### config.mk
export PLATFORM = sky130hd
export DESIGN_NAME = hierarchical_timer_wheel_core_flat
export DESIGN_NICKNAME = d
export VERILOG_FILES = /design/src/htw_pkg.sv /design/src/htw_in_if.sv /design/src/htw_out_if.sv /design/src/htw_ctrl.sv /design/src/htw_datapath.sv /design/src/hierarchical_timer_wheel_core.sv /design/src/flat_wrapper.sv
export SDC_FILE = /design/constraint.sdc
export NUM_CORES = 2
export LEC_CHECK = 0
export ABC_AREA = 1
export BUFFER_PORTS_ARGS = -buffer_cell sky130_fd_sc_hd__buf_2
export CAP_MARGIN = 20
export CORE_ASPECT_RATIO = 0.7
export CORE_MARGIN = 2
export CORE_UTILIZATION = 29
export DETAILED_ROUTE_END_ITERATION = 10
export GPL_ROUTABILITY_DRIVEN = 1
export PLACE_DENSITY = 0.42
export RECOVER_POWER = 100
export SLEW_MARGIN = 20
export SYNTH_ARGS = -nofsm -noshare
export SYNTH_HDL_FRONTEND = slang
export SYNTH_SLANG_ARGS = --single-unit
### constraint.sdc
create_clock -name clk_i -period 8.4 [get_ports clk_i]
set_clock_uncertainty 0.1 [all_clocks]
set_input_delay 1.68 -clock clk_i [delete_from_list [all_inputs] [get_ports clk_i]]
set_output_delay 1.68 -clock clk_i [all_outputs]
set_load 0.05 [all_outputs]
### src/htw_pkg.sv
`default_nettype none
// ----------------------------------------------------------------------------
// htw_pkg
// Shared types and constants of the timer table: item kinds, field widths
// and the command and status groups between controller and datapath.
// ----------------------------------------------------------------------------
package htw_pkg;

  localparam int unsigned TIMERS_DEF  = 32;
  localparam int unsigned MAX_FIRES   = 32;
  localparam int unsigned KIND_W      = 2;
  localparam int unsigned ID_W        = 5;
  localparam int unsigned AMOUNT_W    = 31;
  localparam int unsigned TICK_W      = 32;

  typedef enum logic [KIND_W-1:0] {
    KindTick = 2'd0,
    KindAdd  = 2'd1,
    KindDel  = 2'd2,
    KindAdj  = 2'd3
  } kind_e;

  // controller to datapath
  typedef struct packed {
    logic accept;  // latch the input item, advance the counter for tick/adjust
    logic resp;    // answer add, delete or zero adjust
    logic scan;    // walk the timer table
    logic fin;     // close a tick/adjust with its final result
  } cmd_t;

  // datapath to controller
  typedef struct packed {
    logic scan_item;  // the offered item needs a table scan
    logic scan_done;
    logic out_free;   // the result register can take a new result
  } sts_t;

endpackage
`default_nettype wire

### src/htw_in_if.sv
`default_nettype none
// ----------------------------------------------------------------------------
// htw_in_if
// Request channel of the timer table: one operation per item.
// ----------------------------------------------------------------------------
interface htw_in_if;
  logic                         valid;
  logic                         ready;
  logic [htw_pkg::KIND_W-1:0]   kind;
  logic [htw_pkg::ID_W-1:0]     timer_id;
  logic [htw_pkg::AMOUNT_W-1:0] amount;

  modport source (output valid, kind, timer_id, amount, input ready);
  modport sink   (input valid, kind, timer_id, amount, output ready);
endinterface
`default_nettype wire

### src/htw_out_if.sv
`default_nettype none
// ----------------------------------------------------------------------------
// htw_out_if
// Result channel of the timer table: one or more items per request.
// ----------------------------------------------------------------------------
interface htw_out_if;
  logic                       valid;
  logic                       ready;
  logic [htw_pkg::KIND_W-1:0] done_kind;
  logic                       status;
  logic                       triggered_before;
  logic                       fired;
  logic [htw_pkg::ID_W-1:0]   fired_id;
  logic [htw_pkg::TICK_W-1:0] current_tick;
  logic                       last;

  modport source (output valid, done_kind, status, triggered_before, fired, fired_id,
                  current_tick, last, input ready);
  modport sink   (input valid, done_kind, status, triggered_before, fired, fired_id,
                  current_tick, last, output ready);
endinterface
`default_nettype wire

### src/htw_ctrl.sv
`default_nettype none
// ----------------------------------------------------------------------------
// htw_ctrl
// Sequencer of the timer table: accepts an item, then either answers it
// directly or runs the table scan and closes it with the final result.
// ----------------------------------------------------------------------------
module htw_ctrl (
  input  wire logic          clk_i,
  input  wire logic          rst_ni,
  input  wire logic          in_valid_i,
  output logic               in_ready_o,
  input  wire htw_pkg::sts_t sts_i,
  output htw_pkg::cmd_t      cmd_o
);
  import htw_pkg::*;

  typedef enum logic [1:0] {
    StIdle,
    StResp,
    StScan,
    StFin
  } state_e;

  state_e state_q, state_d;

  always_comb begin
    state_d    = state_q;
    cmd_o      = '0;
    in_ready_o = 1'b0;
    case (state_q)
      StIdle: begin
        in_ready_o = 1'b1;
        if (in_valid_i) begin
          cmd_o.accept = 1'b1;
          state_d      = sts_i.scan_item ? StScan : StResp;
        end
      end
      StResp: begin
        cmd_o.resp = sts_i.out_free;
        if (sts_i.out_free) begin
          state_d = StIdle;
        end
      end
      StScan: begin
        cmd_o.scan = 1'b1;
        if (sts_i.scan_done) begin
          state_d = StFin;
        end
      end
      StFin: begin
        cmd_o.fin = sts_i.out_free;
        if (sts_i.out_free) begin
          state_d = StIdle;
        end
      end
      default: begin
        state_d = StIdle;
      end
    endcase
  end

  always_ff @(posedge clk_i or negedge rst_ni) begin
    if (!rst_ni) begin
      state_q <= StIdle;
    end else begin
      state_q <= state_d;
    end
  end

endmodule
`default_nettype wire

### src/htw_datapath.sv
`default_nettype none
// ----------------------------------------------------------------------------
// htw_datapath
// Tick counter, timer flags, deadline memory, scan pointer and the result
// register. Firing is reported one step late so the final fired timer can
// carry the last flag.
// ----------------------------------------------------------------------------
module htw_datapath #(
  parameter int unsigned Timers = htw_pkg::TIMERS_DEF
) (
  input  wire logic                         clk_i,
  input  wire logic                         rst_ni,
  input  wire htw_pkg::cmd_t                cmd_i,
  output htw_pkg::sts_t                     sts_o,
  input  wire logic [htw_pkg::KIND_W-1:0]   in_kind_i,
  input  wire logic [htw_pkg::ID_W-1:0]     in_timer_id_i,
  input  wire logic [htw_pkg::AMOUNT_W-1:0] in_amount_i,
  input  wire logic                         out_ready_i,
  output logic                              out_valid_o,
  output logic [htw_pkg::KIND_W-1:0]        out_done_kind_o,
  output logic                              out_status_o,
  output logic                              out_triggered_before_o,
  output logic                              out_fired_o,
  output logic [htw_pkg::ID_W-1:0]          out_fired_id_o,
  output logic [htw_pkg::TICK_W-1:0]        out_current_tick_o,
  output logic                              out_last_o
);
  import htw_pkg::*;

  localparam int IW  = (Timers > 1) ? $clog2(Timers) : 1;
  localparam int CW  = $clog2(Timers + 1);
  localparam int FCW = $clog2(MAX_FIRES + 1);
  localparam int XW  = 7;  // wide enough to compare any id against the table size

  // latched item
  kind_e                kind_q;
  logic [ID_W-1:0]      id_q;
  logic [AMOUNT_W-1:0]  amt_q;

  logic [TICK_W-1:0]    now_q, base_q;
  logic [Timers-1:0]    queued_q, trig_q;

  // scan pipeline
  logic [CW-1:0]        ra_q;
  logic                 ev_q;
  logic [IW-1:0]        ei_q;
  logic                 hold_v_q;
  logic [IW-1:0]        hold_id_q;
  logic [FCW-1:0]       cnt_q;

  logic [TICK_W-1:0]    dl_mem [Timers];
  logic [TICK_W-1:0]    rd_q;

  // result register
  logic                 out_valid_q;
  logic [KIND_W-1:0]    res_kind_q;
  logic                 res_status_q, res_trig_q, res_fired_q, res_last_q;
  logic [ID_W-1:0]      res_id_q;
  logic [TICK_W-1:0]    res_tick_q;

  kind_e                in_kind;
  logic                 out_free;
  logic [TICK_W-1:0]    d_base, d_now;
  logic                 clamp, due, q_sel, fire_now, stall, adv;
  logic                 rd_en, clamp_wr, add_wr, wr_en;
  logic [IW-1:0]        wr_addr;
  logic [TICK_W-1:0]    wr_data;
  logic                 id_ok;
  logic [IW-1:0]        id_idx;
  logic                 emit_hold;

  assign in_kind  = kind_e'(in_kind_i);
  assign out_free = !out_valid_q || out_ready_i;

  assign sts_o.scan_item = (in_kind == KindTick) ||
                           ((in_kind == KindAdj) && (in_amount_i != '0));
  assign sts_o.scan_done = (ra_q == CW'(Timers)) && !ev_q;
  assign sts_o.out_free  = out_free;

  // due test of the entry under evaluation; for adjust the clamp decides too
  assign d_base = rd_q - base_q;
  assign d_now  = rd_q - now_q;
  assign clamp  = (kind_q == KindAdj) && (d_base[TICK_W-1] ||
                  (d_base[TICK_W-2:0] < amt_q));
  always_comb begin
    if (kind_q == KindAdj) begin
      due = clamp || (d_base == {1'b0, amt_q});
    end else begin
      due = (d_now == '0) || d_now[TICK_W-1];
    end
  end

  assign q_sel     = queued_q[ei_q];
  assign fire_now  = ev_q && q_sel && due && (cnt_q < FCW'(MAX_FIRES));
  assign stall     = fire_now && hold_v_q && !out_free;
  assign adv       = cmd_i.scan && !stall;
  assign emit_hold = adv && fire_now && hold_v_q;
  assign rd_en     = adv && (ra_q < CW'(Timers));

  assign id_ok  = XW'(id_q) < XW'(Timers);
  assign id_idx = IW'(id_q);

  assign clamp_wr = adv && ev_q && q_sel && clamp;
  assign add_wr   = cmd_i.resp && (kind_q == KindAdd) && id_ok;
  assign wr_en    = clamp_wr || add_wr;
  assign wr_addr  = clamp_wr ? ei_q : id_idx;
  assign wr_data  = clamp_wr ? now_q : (now_q + TICK_W'(amt_q));

  always_ff @(posedge clk_i) begin
    if (wr_en) begin
      dl_mem[wr_addr] <= wr_data;
    end
    if (rd_en) begin
      rd_q <= dl_mem[ra_q[IW-1:0]];
    end
  end

  // item latch and scan payload
  always_ff @(posedge clk_i) begin
    if (cmd_i.accept) begin
      kind_q <= in_kind;
      id_q   <= in_timer_id_i;
      amt_q  <= in_amount_i;
      base_q <= now_q;
    end
    if (adv) begin
      ei_q <= ra_q[IW-1:0];
    end
    if (adv && fire_now) begin
      hold_id_q <= ei_q;
    end
  end

  // control state
  always_ff @(posedge clk_i or negedge rst_ni) begin
    if (!rst_ni) begin
      now_q    <= '0;
      queued_q <= '0;
      trig_q   <= '0;
      ra_q     <= '0;
      ev_q     <= 1'b0;
      hold_v_q <= 1'b0;
      cnt_q    <= '0;
    end else begin
      if (cmd_i.accept) begin
        ra_q     <= '0;
        ev_q     <= 1'b0;
        hold_v_q <= 1'b0;
        cnt_q    <= '0;
        if (in_kind == KindTick) begin
          now_q <= now_q + TICK_W'(1);
        end else if (in_kind == KindAdj) begin
          now_q <= now_q + TICK_W'(in_amount_i);
        end
      end
      if (adv) begin
        ev_q <= rd_en;
        if (rd_en) begin
          ra_q <= ra_q + CW'(1);
        end
        if (fire_now) begin
          queued_q[ei_q] <= 1'b0;
          trig_q[ei_q]   <= 1'b1;
          hold_v_q       <= 1'b1;
          cnt_q          <= cnt_q + FCW'(1);
        end
      end
      if (cmd_i.resp && id_ok) begin
        if (kind_q == KindAdd) begin
          queued_q[id_idx] <= 1'b1;
          trig_q[id_idx]   <= 1'b0;
        end else if (kind_q == KindDel) begin
          queued_q[id_idx] <= 1'b0;
          trig_q[id_idx]   <= 1'b0;
        end
      end
    end
  end

  always_ff @(posedge clk_i or negedge rst_ni) begin
    if (!rst_ni) begin
      out_valid_q <= 1'b0;
    end else if (cmd_i.resp || cmd_i.fin || emit_hold) begin
      out_valid_q <= 1'b1;
    end else if (out_ready_i) begin
      out_valid_q <= 1'b0;
    end
  end

  always_ff @(posedge clk_i) begin
    if (cmd_i.resp) begin
      res_kind_q  <= kind_q;
      res_fired_q <= 1'b0;
      res_id_q    <= '0;
      res_tick_q  <= now_q;
      res_last_q  <= 1'b1;
      res_trig_q  <= id_ok && (kind_q == KindAdd || kind_q == KindDel) && trig_q[id_idx];
      if (id_ok && kind_q == KindAdd) begin
        res_status_q <= !queued_q[id_idx];
      end else if (id_ok && kind_q == KindDel) begin
        res_status_q <= queued_q[id_idx];
      end else begin
        res_status_q <= 1'b0;
      end
    end else if (emit_hold || cmd_i.fin) begin
      // a held fire goes out; at the close it is the last one, or no timer fired
      res_kind_q   <= kind_q;
      res_status_q <= hold_v_q;
      res_trig_q   <= 1'b0;
      res_fired_q  <= hold_v_q;
      res_id_q     <= hold_v_q ? ID_W'(hold_id_q) : '0;
      res_tick_q   <= now_q;
      res_last_q   <= cmd_i.fin;
    end
  end

  assign out_valid_o            = out_valid_q;
  assign out_done_kind_o        = res_kind_q;
  assign out_status_o           = res_status_q;
  assign out_triggered_before_o = res_trig_q;
  assign out_fired_o            = res_fired_q;
  assign out_fired_id_o         = res_id_q;
  assign out_current_tick_o     = res_tick_q;
  assign out_last_o             = res_last_q;

endmodule
`default_nettype wire

### src/hierarchical_timer_wheel_core.sv
`default_nettype none
// ----------------------------------------------------------------------------
// hierarchical_timer_wheel_core
// Timer table with a wrapping tick counter: add, delete, tick and adjust.
// ----------------------------------------------------------------------------
// One item at a time. Add, delete and an adjust by zero give one result. A tick
// or a nonzero adjust runs a scan of the table: the deadline memory has a single
// read port and the scan reads one entry per cycle unless the result channel
// stalls it, evaluating the previous one in the same cycle. Every expired timer
// is reported in its own result in ascending id order, at most 32 per item; a
// scan that fires nothing gives one result with fired low. Back-pressure on the
// result channel pauses the scan. A new item is taken once the previous one has
// its final result in the output register.
module hierarchical_timer_wheel_core #(
  parameter int unsigned Timers = htw_pkg::TIMERS_DEF
) (
  input  wire logic clk_i,
  input  wire logic rst_ni,
  htw_in_if.sink    in_i,
  htw_out_if.source out_o
);
  import htw_pkg::*;

  cmd_t cmd;
  sts_t sts;

  htw_ctrl u_ctrl (
    .clk_i      (clk_i),
    .rst_ni     (rst_ni),
    .in_valid_i (in_i.valid),
    .in_ready_o (in_i.ready),
    .sts_i      (sts),
    .cmd_o      (cmd)
  );

  htw_datapath #(
    .Timers (Timers)
  ) u_datapath (
    .clk_i                  (clk_i),
    .rst_ni                 (rst_ni),
    .cmd_i                  (cmd),
    .sts_o                  (sts),
    .in_kind_i              (in_i.kind),
    .in_timer_id_i          (in_i.timer_id),
    .in_amount_i            (in_i.amount),
    .out_ready_i            (out_o.ready),
    .out_valid_o            (out_o.valid),
    .out_done_kind_o        (out_o.done_kind),
    .out_status_o           (out_o.status),
    .out_triggered_before_o (out_o.triggered_before),
    .out_fired_o            (out_o.fired),
    .out_fired_id_o         (out_o.fired_id),
    .out_current_tick_o     (out_o.current_tick),
    .out_last_o             (out_o.last)
  );

endmodule
`default_nettype wire
### src/flat_wrapper.sv
// flat-port wrapper written by rule: the top's interface ports become plain ports
module hierarchical_timer_wheel_core_flat import htw_pkg::*;
#(
  parameter int unsigned Timers = htw_pkg::TIMERS_DEF
)
  (clk_i, rst_ni, in_i_valid, in_i_kind, in_i_timer_id, in_i_amount, in_i_ready, out_o_valid, out_o_done_kind, out_o_status, out_o_triggered_before, out_o_fired, out_o_fired_id, out_o_current_tick, out_o_last, out_o_ready);
  htw_in_if in_i_i ();
  htw_out_if out_o_i ();
  input  wire logic clk_i;
  input  wire logic rst_ni;
  input wire logic [$bits(in_i_i.valid)-1:0] in_i_valid;
  input wire logic [$bits(in_i_i.kind)-1:0] in_i_kind;
  input wire logic [$bits(in_i_i.timer_id)-1:0] in_i_timer_id;
  input wire logic [$bits(in_i_i.amount)-1:0] in_i_amount;
  output wire logic [$bits(in_i_i.ready)-1:0] in_i_ready;
  output wire logic [$bits(out_o_i.valid)-1:0] out_o_valid;
  output wire logic [$bits(out_o_i.done_kind)-1:0] out_o_done_kind;
  output wire logic [$bits(out_o_i.status)-1:0] out_o_status;
  output wire logic [$bits(out_o_i.triggered_before)-1:0] out_o_triggered_before;
  output wire logic [$bits(out_o_i.fired)-1:0] out_o_fired;
  output wire logic [$bits(out_o_i.fired_id)-1:0] out_o_fired_id;
  output wire logic [$bits(out_o_i.current_tick)-1:0] out_o_current_tick;
  output wire logic [$bits(out_o_i.last)-1:0] out_o_last;
  input wire logic [$bits(out_o_i.ready)-1:0] out_o_ready;
  assign in_i_i.valid = in_i_valid;
  assign in_i_i.kind = in_i_kind;
  assign in_i_i.timer_id = in_i_timer_id;
  assign in_i_i.amount = in_i_amount;
  assign in_i_ready = in_i_i.ready;
  assign out_o_valid = out_o_i.valid;
  assign out_o_done_kind = out_o_i.done_kind;
  assign out_o_status = out_o_i.status;
  assign out_o_triggered_before = out_o_i.triggered_before;
  assign out_o_fired = out_o_i.fired;
  assign out_o_fired_id = out_o_i.fired_id;
  assign out_o_current_tick = out_o_i.current_tick;
  assign out_o_last = out_o_i.last;
  assign out_o_i.ready = out_o_ready;
  hierarchical_timer_wheel_core #(.Timers(Timers)) u_core (.clk_i(clk_i), .rst_ni(rst_ni), .in_i(in_i_i), .out_o(out_o_i));
endmodule
==> metrics <==
most area-hungry cell type in the Yosys netlist edfxtp_1; layout cells sized above 1 about 6.6%; total CTS buffers around 140; Initial DRC Count approximately 4600; Rel. slew slack -151%; setup ws final roughly 0.55 ns; core area 0.202 mm2; maxcap violations 10; ys async rst share roughly 8.7%; Tot Pwr between 20 and 30 mW; Startpoint Class flop; initial antenna violation count 4; unrepaired setup endpoints after global routing false; CP arrival 8.39 ns; final std cells w/o fill approximately 8400; Place WS roughly 0.9 ns; Vias/cell 5.10; LEAKAGE approximately 24 nW; FF/Latch Area roughly 0.038 mm2; CTS tree yes; DP HPWL approximately 120 mm; Mapped Cells 5506; DIE WIDTH about 540 um; top_reg_cell synth edfxtp_1; DR pass1 iterations 6; cts hold-fix bufs 0; final wirelength about 200 mm; via count ~43000; Yosys reg bits 1292; post_cts resized 0; Clk pin slew, worst setup/hold paths 0.06 ns; pwr dens around 420 mW/mm2; peak supply drop approximately 0.24 mV; Remaining Overflow, GRT 0; f_max 127 MHz; status finished with violations; Cell Chain, Critical Path clkbuf_2 > clkbuf_1 > o21ai_0 > o22ai_1 > o21ai_0 > o22ai_1 > nand2_1 > nand2_1; fin crit share about 93%; Crit. End Element flop; crit path to u_core.u_datapath.rd_q[26]; Post-CTS Setup Inserts 0; root buf cell clkbuf_16; H-tree Lvls 4; Post-Syn Area 0.0590 mm2; first-pass GRT wire length ~290 mm; io pins between 80 and 90; worst-path maximum fanout 120; drt wl/cell between 20 and 25 um; num rows between 100 and 150; worst hold path type flop to flop; Post-Place Cells ~8100; # setup viols final 0; largest net degree at the start of global routing roughly 170; Yosys warnings 0; Setup TNS 0 ns; Least-Margin Pin Slew around 3.8 ns; post-layout util about a third; clock latency on the worst-skew pair roughly 0.80 ns; CP max stage delay 2.31 ns; top post-synthesis cells by area edfxtp_1 (60%), o21ai_0 (6.5%), nor2_1 (5.8%); Final min period between 7 and 8 ns; clock sinks between 1000 and 1500; Setup CP Type flop to flop; top cell type's share of synthesized area 59.7%; Layout area overhead 14.4%; multi-input logic area 0.0184 mm2; Fill cells around 20000; reg2reg path depth 8; Antenna Nets Post-Route 0; DRC violations left 0; Slowest-stage cell, CP clkbuf_2; worst r2r src u_core.u_datapath.ra_q[1]; clock tree buffer depth 4; max-slew violations roughly 570; GP Congestion 0.927; Final Net Count a little under 6000; failing checks capacitance limit, slew limit; Seq/Total Area, Yosys between 60 and 70%; die area 0.207 mm2; commonest cells in the netlist edfxtp_1 (1172), nor2_1 (908), o21ai_0 (766); Avg Cell Area, Syn around 11 um2; total track usage a little under a fifth; number of synthesized flops with an enable pin 1172; Die Height between 300 and 400 um; vias in the first global route ~40000; r2r endpoint u_core.u_datapath.rd_q[26]; Initial Util 29.2%; count of cell types in the netlist between 60 and 70; most frequent cell after synthesis edfxtp_1; CP required approximately 9.0 ns; Crit. Startpoint u_core.u_datapath.ra_q[1]; IO buf count 86; r2r setup slk about 0.55 ns; Synth Net Count 5715; Hold Vio Cnt, Final 0
## cell usage in the layout (no fill, tap or decap), types with 9 or more instances in the layout
| cell type | count |
|---|---|
| nor2_1 | 886 |
| inv_1 | 415 |
| a21boi_0 | 9 |
| o21ai_0 | 763 |
| clkinv_2 | 15 |
| xor2_1 | 40 |
| dfrtp_1 | 111 |
| nand2_1 | 730 |
| o32ai_1 | 15 |
| clkbuf_2 | 25 |
| clkinv_1 | 29 |
| xnor2_1 | 41 |
| edfxtp_1 | 1172 |
| o22ai_1 | 362 |
| a21oi_1 | 162 |
| nor4_1 | 12 |
| clkbuf_8 | 9 |
| nor3_1 | 25 |
| buf_4 | 47 |
| a22oi_1 | 35 |
| nor2_4 | 23 |
| clkbuf_1 | 131 |
| nand4_1 | 38 |
| nand3_1 | 112 |
| ha_1 | 163 |
| clkbuf_16 | 143 |
| buf_12 | 31 |
## stage by stage
step / instance area (um2) / hold WS [ns]
2_1_floorplan: 59000 / 0.323
3_3_place_gp: 63700 / 0.344
3_5_place_dp: 63700 / 0.342
4_1_cts: 68000 / 0.355
5_1_grt: 67400 / 0.401
6_report: 67500 / 0.353
## area by class of cell
cell class	instances	share of cell area, %
clock inverters	57	0.686
multi-input cells	3532	27.3
flip-flops and latches	1292	56.6
repair buffers	217	2.37
diodes	2	0.00742
well taps	2660	4.93
clock buffers	184	5.67
inverters	426	2.40
## registers in the layout, indices dropped and copies added (netlist names), 5 cells and up
signal / flops
u_core.u_datapath.amt_q: 31
u_core.u_datapath.base_q: 32
u_core.u_datapath.cnt_q: 6
u_core.u_datapath.dl_mem: 1024
u_core.u_datapath.ei_q: 5
u_core.u_datapath.hold_id_q: 5
u_core.u_datapath.id_idx: 5
u_core.u_datapath.now_q: 32
u_core.u_datapath.out_current_tick_o: 32
u_core.u_datapath.out_fired_id_o: 5
u_core.u_datapath.queued_q: 32
u_core.u_datapath.ra_q: 6
u_core.u_datapath.rd_q: 32
u_core.u_datapath.trig_q: 32
## metal layers
metal | track usage, % | vias up | part of all wire (%)
li1 | - | 19813 | -
met1 | 30.3 | 21278 | 51
met2 | 26.1 | 1347 | 41
met3 | 3.27 | 213 | 6.4
met4 | 3.40 | 2 | 1.5
met5 | 0 | - | 0.0065
## cell families (layout without fill, tap and decap cells)
group	count (synthesis)	count (layout)	share of synthesized area, %
and+or+nand+nor	1867	1867	12.7
other	0	2	0
xor gates and xnor gates	82	82	1.22
DFF	1292	1292	64.7
buffers and inverters	682	884	4.39
adders and majority gates	167	167	3.60
AOI/OAI and AO/OA	1416	1416	13.4
## how the worst min path moves through the flow
stage / start / endpoint / depth (start not counted)
floorplan: u_core.u_datapath.ra_q[3] / u_core.u_datapath.ei_q[3] / 0
global placement: u_core.u_datapath.out_last_o / u_core.u_datapath.out_last_o / 2
detailed placement: u_core.u_datapath.out_last_o / u_core.u_datapath.out_last_o / 2
CTS: u_core.u_datapath.out_last_o / u_core.u_datapath.out_last_o / 2
global route: u_core.u_datapath.cnt_q[4] / u_core.u_datapath.cnt_q[4] / 1
finish: u_core.u_datapath.out_last_o / u_core.u_datapath.out_last_o / 2
## power breakdown
part | total, mW | switching, mW | leakage (nW) | internal, mW
sequential | 10.2 | 0.532 | 12.0 | 9.65
combinational | 11.8 | 8.86 | 10.2 | 2.99
clock | 6.02 | 2.60 | 2.09 | 3.42
total | 28.0 | 12.0 | 24.3 | 16.1
## worst max-delay path: cells and delay by family, from the launching register on
| kind | cells | cell delay, ns |
|---|---|---|
| DFF | 1 | 1.64 |
| and+or+nand+nor | 2 | 0.19 |
| buffers and inverters | 2 | 4.41 |
| AOI/OAI and AO/OA | 4 | 1.29 |
(Power assumes the default switching activity.)
